`src/hdl/apfp_pkg.sv`:
```
// Package with the shared types and constants of the ASCII parameter frame parser.
package apfp_pkg;

  // Character codes that steer the parser.
  localparam logic [7:0] CH_END    = 8'd69;  // 'E'
  localparam logic [7:0] CH_SPEED  = 8'd88;  // 'X'
  localparam logic [7:0] CH_GAIN   = 8'd89;  // 'Y'
  localparam logic [7:0] CH_TARGET = 8'd90;  // 'Z'
  localparam logic [7:0] CH_ZERO   = 8'd48;  // '0'

  // Digit store lengths, in slots.
  localparam int SPEED_LEN  = 16;
  localparam int GAIN_LEN   = 25;
  localparam int TARGET_LEN = 11;

  localparam int SLOT_W       = 5;
  localparam int SPEED_IDX_W  = $clog2(SPEED_LEN);
  localparam int GAIN_IDX_W   = $clog2(GAIN_LEN);
  localparam int TARGET_IDX_W = $clog2(TARGET_LEN);

  localparam int NUM_VALUES = 6;
  localparam int VALUE_W    = 16;

  typedef enum logic [1:0] {
    MODE_IDLE   = 2'd0,
    MODE_SPEED  = 2'd1,
    MODE_GAIN   = 2'd2,
    MODE_TARGET = 2'd3
  } mode_t;

  typedef logic [SPEED_LEN-1:0][7:0]  speed_mem_t;
  typedef logic [GAIN_LEN-1:0][7:0]   gain_mem_t;
  typedef logic [TARGET_LEN-1:0][7:0] target_mem_t;

  typedef struct packed {
    logic [1:0]                          kind;
    logic [NUM_VALUES-1:0][VALUE_W-1:0]  value;
    logic                                bad;
  } result_t;

endpackage

```
`src/hdl/ascii_parameter_frame_parser_core.sv`:
```
// Top level of the ASCII parameter frame parser: input register, state, decode, result register.
// The parser takes one received byte per beat and can take a new beat every clock cycle
// unless a waiting result holds it back. A beat is first held in an input register; from
// there it updates the frame state and digit stores, and a closing 'E' loads the decoded
// result into the output register, where it waits until taken. 'X', 'Y' and 'Z' open speed,
// gain and target frames, every byte of an open frame (the header included, in slot 0) is
// stored as its value minus 48, and bytes past a store's end are dropped. Digits left over
// from earlier frames stay in the stores and take part in later decodes; reset clears all of
// them. The only thing that holds the input back is a waiting result that has not been
// taken while a further 'E' needs the output register; a result that waits never blocks
// ordinary bytes.
module ascii_parameter_frame_parser_core (
  input  logic        clk,
  input  logic        rst_n,
  input  logic        in_valid,
  output logic        in_ready,
  input  logic [7:0]  in_rx_byte,
  output logic        out_valid,
  input  logic        out_ready,
  output logic [1:0]  out_frame_kind,
  output logic [15:0] out_value0,
  output logic [15:0] out_value1,
  output logic [15:0] out_value2,
  output logic [15:0] out_value3,
  output logic [15:0] out_value4,
  output logic [15:0] out_value5,
  output logic        out_bad_digit
);
  import apfp_pkg::*;

  logic        in_vld_r;
  logic [7:0]  in_byte_r;
  logic        out_vld_r, out_vld_nxt;
  result_t     result_r, decoded;
  mode_t       mode;
  speed_mem_t  speed;
  gain_mem_t   gain;
  target_mem_t target;
  logic        close_frame;
  logic        out_free;
  logic        advance;

  // An 'E' inside an open frame produces a result beat.
  assign close_frame = (in_byte_r == CH_END) && (mode != MODE_IDLE);
  assign out_free    = !out_vld_r || out_ready;
  assign advance     = in_vld_r && (!close_frame || out_free);
  assign in_ready    = !in_vld_r || advance;

  always_ff @(posedge clk) begin
    if (!rst_n) begin
      in_vld_r <= 1'b0;
    end else if (in_valid && in_ready) begin
      in_vld_r <= 1'b1;
    end else if (advance) begin
      in_vld_r <= 1'b0;
    end
  end

  always_ff @(posedge clk) begin
    if (in_valid && in_ready) begin
      in_byte_r <= in_rx_byte;
    end
  end

  apfp_store u_store (
    .clk     (clk),
    .rst_n   (rst_n),
    .step    (advance),
    .rx_byte (in_byte_r),
    .mode    (mode),
    .speed   (speed),
    .gain    (gain),
    .target  (target)
  );

  // The closing 'E' is never stored, so the stores read now are what it decodes.
  apfp_decode u_decode (
    .mode   (mode),
    .speed  (speed),
    .gain   (gain),
    .target (target),
    .result (decoded)
  );

  always_comb begin
    out_vld_nxt = out_vld_r;
    if (advance && close_frame) begin
      out_vld_nxt = 1'b1;
    end else if (out_ready) begin
      out_vld_nxt = 1'b0;
    end
  end

  always_ff @(posedge clk) begin
    if (!rst_n) begin
      out_vld_r <= 1'b0;
    end else begin
      out_vld_r <= out_vld_nxt;
    end
  end

  always_ff @(posedge clk) begin
    if (advance && close_frame) begin
      result_r <= decoded;
    end
  end

  assign out_valid      = out_vld_r;
  assign out_frame_kind = result_r.kind;
  assign out_value0     = result_r.value[0];
  assign out_value1     = result_r.value[1];
  assign out_value2     = result_r.value[2];
  assign out_value3     = result_r.value[3];
  assign out_value4     = result_r.value[4];
  assign out_value5     = result_r.value[5];
  assign out_bad_digit  = result_r.bad;

endmodule

```
`src/hdl/apfp_store.sv`:
```
// Frame mode, slot index and the three digit stores, updated once per beat.
module apfp_store (
  input  logic                clk,
  input  logic                rst_n,
  input  logic                step,
  input  logic [7:0]          rx_byte,
  output apfp_pkg::mode_t     mode,
  output apfp_pkg::speed_mem_t  speed,
  output apfp_pkg::gain_mem_t   gain,
  output apfp_pkg::target_mem_t target
);
  import apfp_pkg::*;

  mode_t              mode_r, mode_nxt;
  logic [SLOT_W-1:0]  slot_r, slot_nxt, slot_base;
  speed_mem_t         speed_r, speed_nxt;
  gain_mem_t          gain_r, gain_nxt;
  target_mem_t        target_r, target_nxt;
  logic [7:0]         digit;

  assign digit = rx_byte - CH_ZERO;

  // Next mode; a header also restarts the slot index.
  always_comb begin
    mode_nxt  = mode_r;
    slot_base = slot_r;
    if (step) begin
      priority if (rx_byte == CH_END) begin
        mode_nxt = MODE_IDLE;
      end else if (rx_byte == CH_SPEED) begin
        mode_nxt  = MODE_SPEED;
        slot_base = '0;
      end else if (rx_byte == CH_GAIN) begin
        mode_nxt  = MODE_GAIN;
        slot_base = '0;
      end else if (rx_byte == CH_TARGET) begin
        mode_nxt  = MODE_TARGET;
        slot_base = '0;
      end else begin
        // Any other byte leaves the mode and the index as they are.
      end
    end
  end

  // Store the byte into the open frame's store while there is room.
  always_comb begin
    slot_nxt   = slot_base;
    speed_nxt  = speed_r;
    gain_nxt   = gain_r;
    target_nxt = target_r;
    if (step) begin
      unique case (mode_nxt)
        MODE_SPEED: begin
          if (slot_base < SLOT_W'(SPEED_LEN)) begin
            speed_nxt[slot_base[SPEED_IDX_W-1:0]] = digit;
            slot_nxt = slot_base + SLOT_W'(1);
          end
        end
        MODE_GAIN: begin
          if (slot_base < SLOT_W'(GAIN_LEN)) begin
            gain_nxt[slot_base[GAIN_IDX_W-1:0]] = digit;
            slot_nxt = slot_base + SLOT_W'(1);
          end
        end
        MODE_TARGET: begin
          if (slot_base < SLOT_W'(TARGET_LEN)) begin
            target_nxt[slot_base[TARGET_IDX_W-1:0]] = digit;
            slot_nxt = slot_base + SLOT_W'(1);
          end
        end
        default: begin
        end
      endcase
    end
  end

  always_ff @(posedge clk) begin
    if (!rst_n) begin
      mode_r   <= MODE_IDLE;
      slot_r   <= '0;
      speed_r  <= '0;
      gain_r   <= '0;
      target_r <= '0;
    end else begin
      mode_r   <= mode_nxt;
      slot_r   <= slot_nxt;
      speed_r  <= speed_nxt;
      gain_r   <= gain_nxt;
      target_r <= target_nxt;
    end
  end

  assign mode   = mode_r;
  assign speed  = speed_r;
  assign gain   = gain_r;
  assign target = target_r;

endmodule

```
`src/hdl/apfp_decode.sv`:
```
// Combinational decode of the open frame's digit store into one result.
module apfp_decode (
  input  apfp_pkg::mode_t       mode,
  input  apfp_pkg::speed_mem_t  speed,
  input  apfp_pkg::gain_mem_t   gain,
  input  apfp_pkg::target_mem_t target,
  output apfp_pkg::result_t     result
);
  import apfp_pkg::*;

  function automatic logic [19:0] dec2(input logic [7:0] hi, input logic [7:0] lo);
    dec2 = {12'd0, hi} * 20'd10 + {12'd0, lo};
  endfunction

  function automatic logic [19:0] dec3(input logic [7:0] d2, input logic [7:0] d1,
                                       input logic [7:0] d0);
    dec3 = {12'd0, d2} * 20'd100 + {12'd0, d1} * 20'd10 + {12'd0, d0};
  endfunction

  logic [NUM_VALUES-1:0][19:0] spd_v, gain_v, tgt_v;
  logic spd_bad, gain_bad, tgt_bad;

  always_comb begin
    spd_v   = '0;
    gain_v  = '0;
    tgt_v   = '0;
    spd_bad = 1'b0;
    gain_bad = 1'b0;
    tgt_bad = 1'b0;
    for (int k = 0; k < 5; k++) begin
      spd_v[k] = dec3(speed[3*k+1], speed[3*k+2], speed[3*k+3]);
      tgt_v[k] = dec2(target[2*k+1], target[2*k+2]);
    end
    for (int k = 0; k < NUM_VALUES; k++) begin
      gain_v[k] = dec2(gain[4*k+1], gain[4*k+2]) * 20'd100
                + dec2(gain[4*k+3], gain[4*k+4]);
    end
    // The header sits in slot 0 and never counts as a digit.
    for (int i = 1; i < SPEED_LEN; i++)  spd_bad  = spd_bad  | (speed[i]  > 8'd9);
    for (int i = 1; i < GAIN_LEN; i++)   gain_bad = gain_bad | (gain[i]   > 8'd9);
    for (int i = 1; i < TARGET_LEN; i++) tgt_bad  = tgt_bad  | (target[i] > 8'd9);
  end

  always_comb begin
    result.kind = 2'(mode) - 2'd1;
    result.value = '0;
    unique case (mode)
      MODE_SPEED: begin
        for (int k = 0; k < NUM_VALUES; k++) result.value[k] = spd_v[k][VALUE_W-1:0];
        result.bad = spd_bad;
      end
      MODE_GAIN: begin
        for (int k = 0; k < NUM_VALUES; k++) result.value[k] = gain_v[k][VALUE_W-1:0];
        result.bad = gain_bad;
      end
      MODE_TARGET, MODE_IDLE: begin
        for (int k = 0; k < NUM_VALUES; k++) result.value[k] = tgt_v[k][VALUE_W-1:0];
        result.bad = tgt_bad;
      end
    endcase
  end

endmodule

```
`config.mk`:
```
export PLATFORM = sky130hd
export DESIGN_NAME = ascii_parameter_frame_parser_core
export DESIGN_NICKNAME = d
export VERILOG_FILES = /design/src/hdl/apfp_pkg.sv /design/src/hdl/ascii_parameter_frame_parser_core.sv /design/src/hdl/apfp_store.sv /design/src/hdl/apfp_decode.sv
export SDC_FILE = /design/constraint.sdc
export NUM_CORES = 2
export LEC_CHECK = 0
export ABC_AREA = 1
export BUFFER_PORTS_ARGS = -buffer_cell sky130_fd_sc_hd__buf_2
export CORE_UTILIZATION = 40
export CTS_BUF_LIST = sky130_fd_sc_hd__clkbuf_16
export CTS_CLUSTER_DIAMETER = 120
export CTS_CLUSTER_SIZE = 30
export DETAILED_ROUTE_END_ITERATION = 8
export GPL_TIMING_DRIVEN = 0
export PLACE_DENSITY_LB_ADDON = 0.05
export SYNTH_ARGS = -nofsm -noshare
export SYNTH_HDL_FRONTEND = slang
export SYNTH_SLANG_ARGS = --single-unit
export TNS_END_PERCENT = 5
```
`constraint.sdc`:
```
create_clock -name clk -period 5.3 [get_ports clk]
set_input_delay 0.53 -clock clk [delete_from_list [all_inputs] [get_ports clk]]
set_output_delay 0.53 -clock clk [all_outputs]
set_load 0.02 [all_outputs]
```
==> results_dict.tcl <==
set metrics [dict create \
    status "complete, but fails checks" \
    violations "negative setup slack" \
    layout-drive-gt1-share 0.110 \
    cts_root_buf "clkbuf_16" \
    hold_class "in2reg" \
    grt_pass1_vias 41900 \
    cp_common_cell "ha_4" \
    multi_input_area_um2 35200 \
    comb_power_share 0.060 \
    max_stage_delay_ps 530 \
    place_congestion 0.937 \
    routed_wl_mm 169 \
    syn_avg_cell_area_um2 7.49 \
    cp.arrival_ps 6040 \
    tns_ps -3090 \
    r2r_setup_slack_ps -320 \
    setup.worst_path.end "out_value1[14]" \
    ant_nets 0 \
    worst_r2r_path_depth 27 \
    vias_per_cell 5.28 \
    period_share 1.06 \
    drv_cap 0 \
    final_common_cell "nand2_1" \
    hpwl_mm 134 \
    p_int_mw 5.12 \
    drtIter0Drc 3235 \
    die_h_um 350 \
    h-tree-depth 1 \
    rsz0062_at_grt "yes" \
    p_switching_mw 2.12 \
    area_growth_pct 14.2 \
    worst_pin_slew_ps 1450 \
    r2r_end "out_value1[14]" \
    cts.reportedPaths.clkPinSlew_ps 120 \
    seqPwrFrac 0.545 \
    worstPathRequired_ps 5710 \
    firstDrtPassIters 7 \
    fin_hold_ws_ps 58.9 \
    ys_seq_area_frac 0.231 \
    cts_sinks 508 \
    endpoint_kind "flop" \
    grt_pass1_wl_mm 252 \
    path_class "reg2reg" \
    core_area_um2 120000 \
    yosys_warnings 0 \
    nNetsFinal 7820 \
    dr_total_vias 44400 \
    cts_buffers 29 \
    ir_worst_vdd_mv 0.265 \
    final_cell_area_um2 55500 \
    clock.fmax_ghz 0.178 \
    instances_no_fill 8407 \
    dpl.cell_count 8218 \
    synth_cell_types 57 \
    cp_slowest_cell "fa_1" \
    drt-wirelength-per-cell_um 20.1 \
    fin_crit_ps 5620 \
    switching_share 0.293 \
    grt_usage 0.270 \
    setup.worst_path.start "u_store.gain[43]" \
    place_area_um2 51300 \
    synth-edff-count 107 \
    startpoint_type "flop" \
    syn-cell-area_um2 48600 \
    total_power_mw 7.23 \
    io-pin-count 113 \
    register_area_um2 11300 \
    num-fill-cells 12200 \
    cts_tree "yes" \
    synthFlopType "dfxtp_1" \
    die_area_um2 123000 \
    antenna_found_initial 5 \
    power_leakage_nw 28.1 \
    grt_max_degree 62 \
    finClkSkew_ps 34.9 \
    synthCells 6482 \
    drcViolationCount 0 \
    clk_latency_ps 690 \
    relSlewSlack 0.0334 \
    hold_violations 0 \
    start_util 0.404 \
    io_buffers 111 \
    p_clk_frac 0.395 \
    async_reset_ff_frac 0 \
    drv_slew 0 \
    max-clock-path-buffers 3 \
    grt.overflow.total 0 \
    critPathMaxFanout 5 \
    layout_common_cells "nand2_1 (985), inv_1 (906), ha_1 (803), a21oi_1 (633), nor2_1 (572)" \
    die_w_um 350 \
    r2r_start "u_store.gain[43]" \
    pwr_density_cell_nw_per_um2 130 \
    setup_viol 27 \
    fin_ws_ps -321 \
    rows 127 \
    ys_seq_elements 508 \
]
-- Yosys cell counts (24+ instances only) --
master / n / area share
a31oi_1: 31 / 0.0040
fa_1: 143 / 0.059
inv_1: 944 / 0.073
edfxtp_1: 107 / 0.066
nand4_1: 65 / 0.0084
clkbuf_1: 98 / 0.0076
ha_1: 893 / 0.23
nand3_1: 321 / 0.033
o21ai_0: 517 / 0.053
o211ai_1: 28 / 0.0043
a21oi_1: 669 / 0.069
nor3_1: 35 / 0.0036
nor4_1: 49 / 0.0063
xor2_1: 185 / 0.033
inv_2: 25 / 0.0019
nand2_1: 1014 / 0.078
dfxtp_1: 401 / 0.17
nor2_1: 588 / 0.045
xnor2_1: 110 / 0.020
buf_2: 24 / 0.0025
-- area by class of cell --
cell class / instances / area share
tap: 1612 / 0.0364
inverter: 978 / 0.0665
clock inverter: 23 / 0.00593
sequential: 508 / 0.204
multi-input combinational: 4874 / 0.634
buffer: 132 / 0.0101
clock buffer: 29 / 0.0131
timing repair buffer: 249 / 0.0297
antenna: 2 / 0.0000902
-- how the worst min path moves through the flow --
| stage | start | end | slack [ps] | cells after the start |
|---|---|---|---|---|
| 5_1_grt | in_rx_byte[6] | in_byte_r[6] | 10 | 1 |
| 3_5_place_dp | u_store.target[48] | u_store.target[48] | 460 | 2 |
| 6_report | in_rx_byte[6] | in_byte_r[6] | 60 | 1 |
| 3_3_place_gp | u_store.target[80] | u_store.target[80] | 450 | 2 |
| 4_1_cts | in_rx_byte[6] | in_byte_r[6] | 7 | 1 |
| 2_1_floorplan | u_store.target[48] | u_store.target[48] | 440 | 2 |
-- flip-flops by register name, indices dropped and copies added (netlist names) --
signal	count
out_bad_digit	1
out_frame_kind	2
u_store.gain	192
in_byte_r	8
in_vld_r	1
u_store.target	80
out_value2	16
u_store.slot_r	5
u_store.mode	2
out_value0	16
out_value4	16
out_value1	16
out_valid	1
out_value5	16
out_value3	16
u_store.speed	120
-- kinds of logic after synthesis --
logic type / Yosys count / synth area share
simple gates: 2164 / 0.189
compound gates: 1367 / 0.150
buf+inv: 1110 / 0.0870
fa+ha+maj: 1036 / 0.289
flops: 508 / 0.231
xor+xnor: 295 / 0.0532
other cells: 2 / 0.000155
-- metrics by stage --
step	utilization	setup WS [ps]
floorplan	-	-46.2
global placement	0.427	-2290
detailed placement	0.427	-1800
CTS	0.455	-478
global route	0.462	-508
finish	0.462	-321
-- power by group through the flow --
stage               Combinational [mW]  Sequential, mW  Clock [mW]
floorplan                        0.169            4.03           0
CTS                              0.423            3.94        2.92
finish                           0.434            3.94        2.86
global placement                 0.414            4.03           0
detailed placement               0.412            4.03           0
global route                     0.443            3.94        3.03
-- worst max-delay path: cells and delay by family (launching register included) --
family          cells  cell delay [ps]
fa+ha+maj           9             2790
xor+xnor            2              350
flops               1              370
buf+inv             6              450
compound gates      5              880
simple gates        5              480
-- layer usage --
metal  global-route usage  wire length (um)
met1                0.370             77500
met2                0.449             78000
met3               0.0227              8500
met4               0.0782              5390
met5                    0                 0
-- timing repair --
| item | in CTS | in global routing |
|---|---|---|
| endpoints found under the setup margin | 181 | 48 |
| hold buffers | 5 | 0 |
| resized for setup | 276 | 153 |
| pin swaps | 158 | 88 |
| hold endpoints to repair | 5 | 0 |
| setup buffers | 106 | 24 |
(Power assumes the default switching activity.)
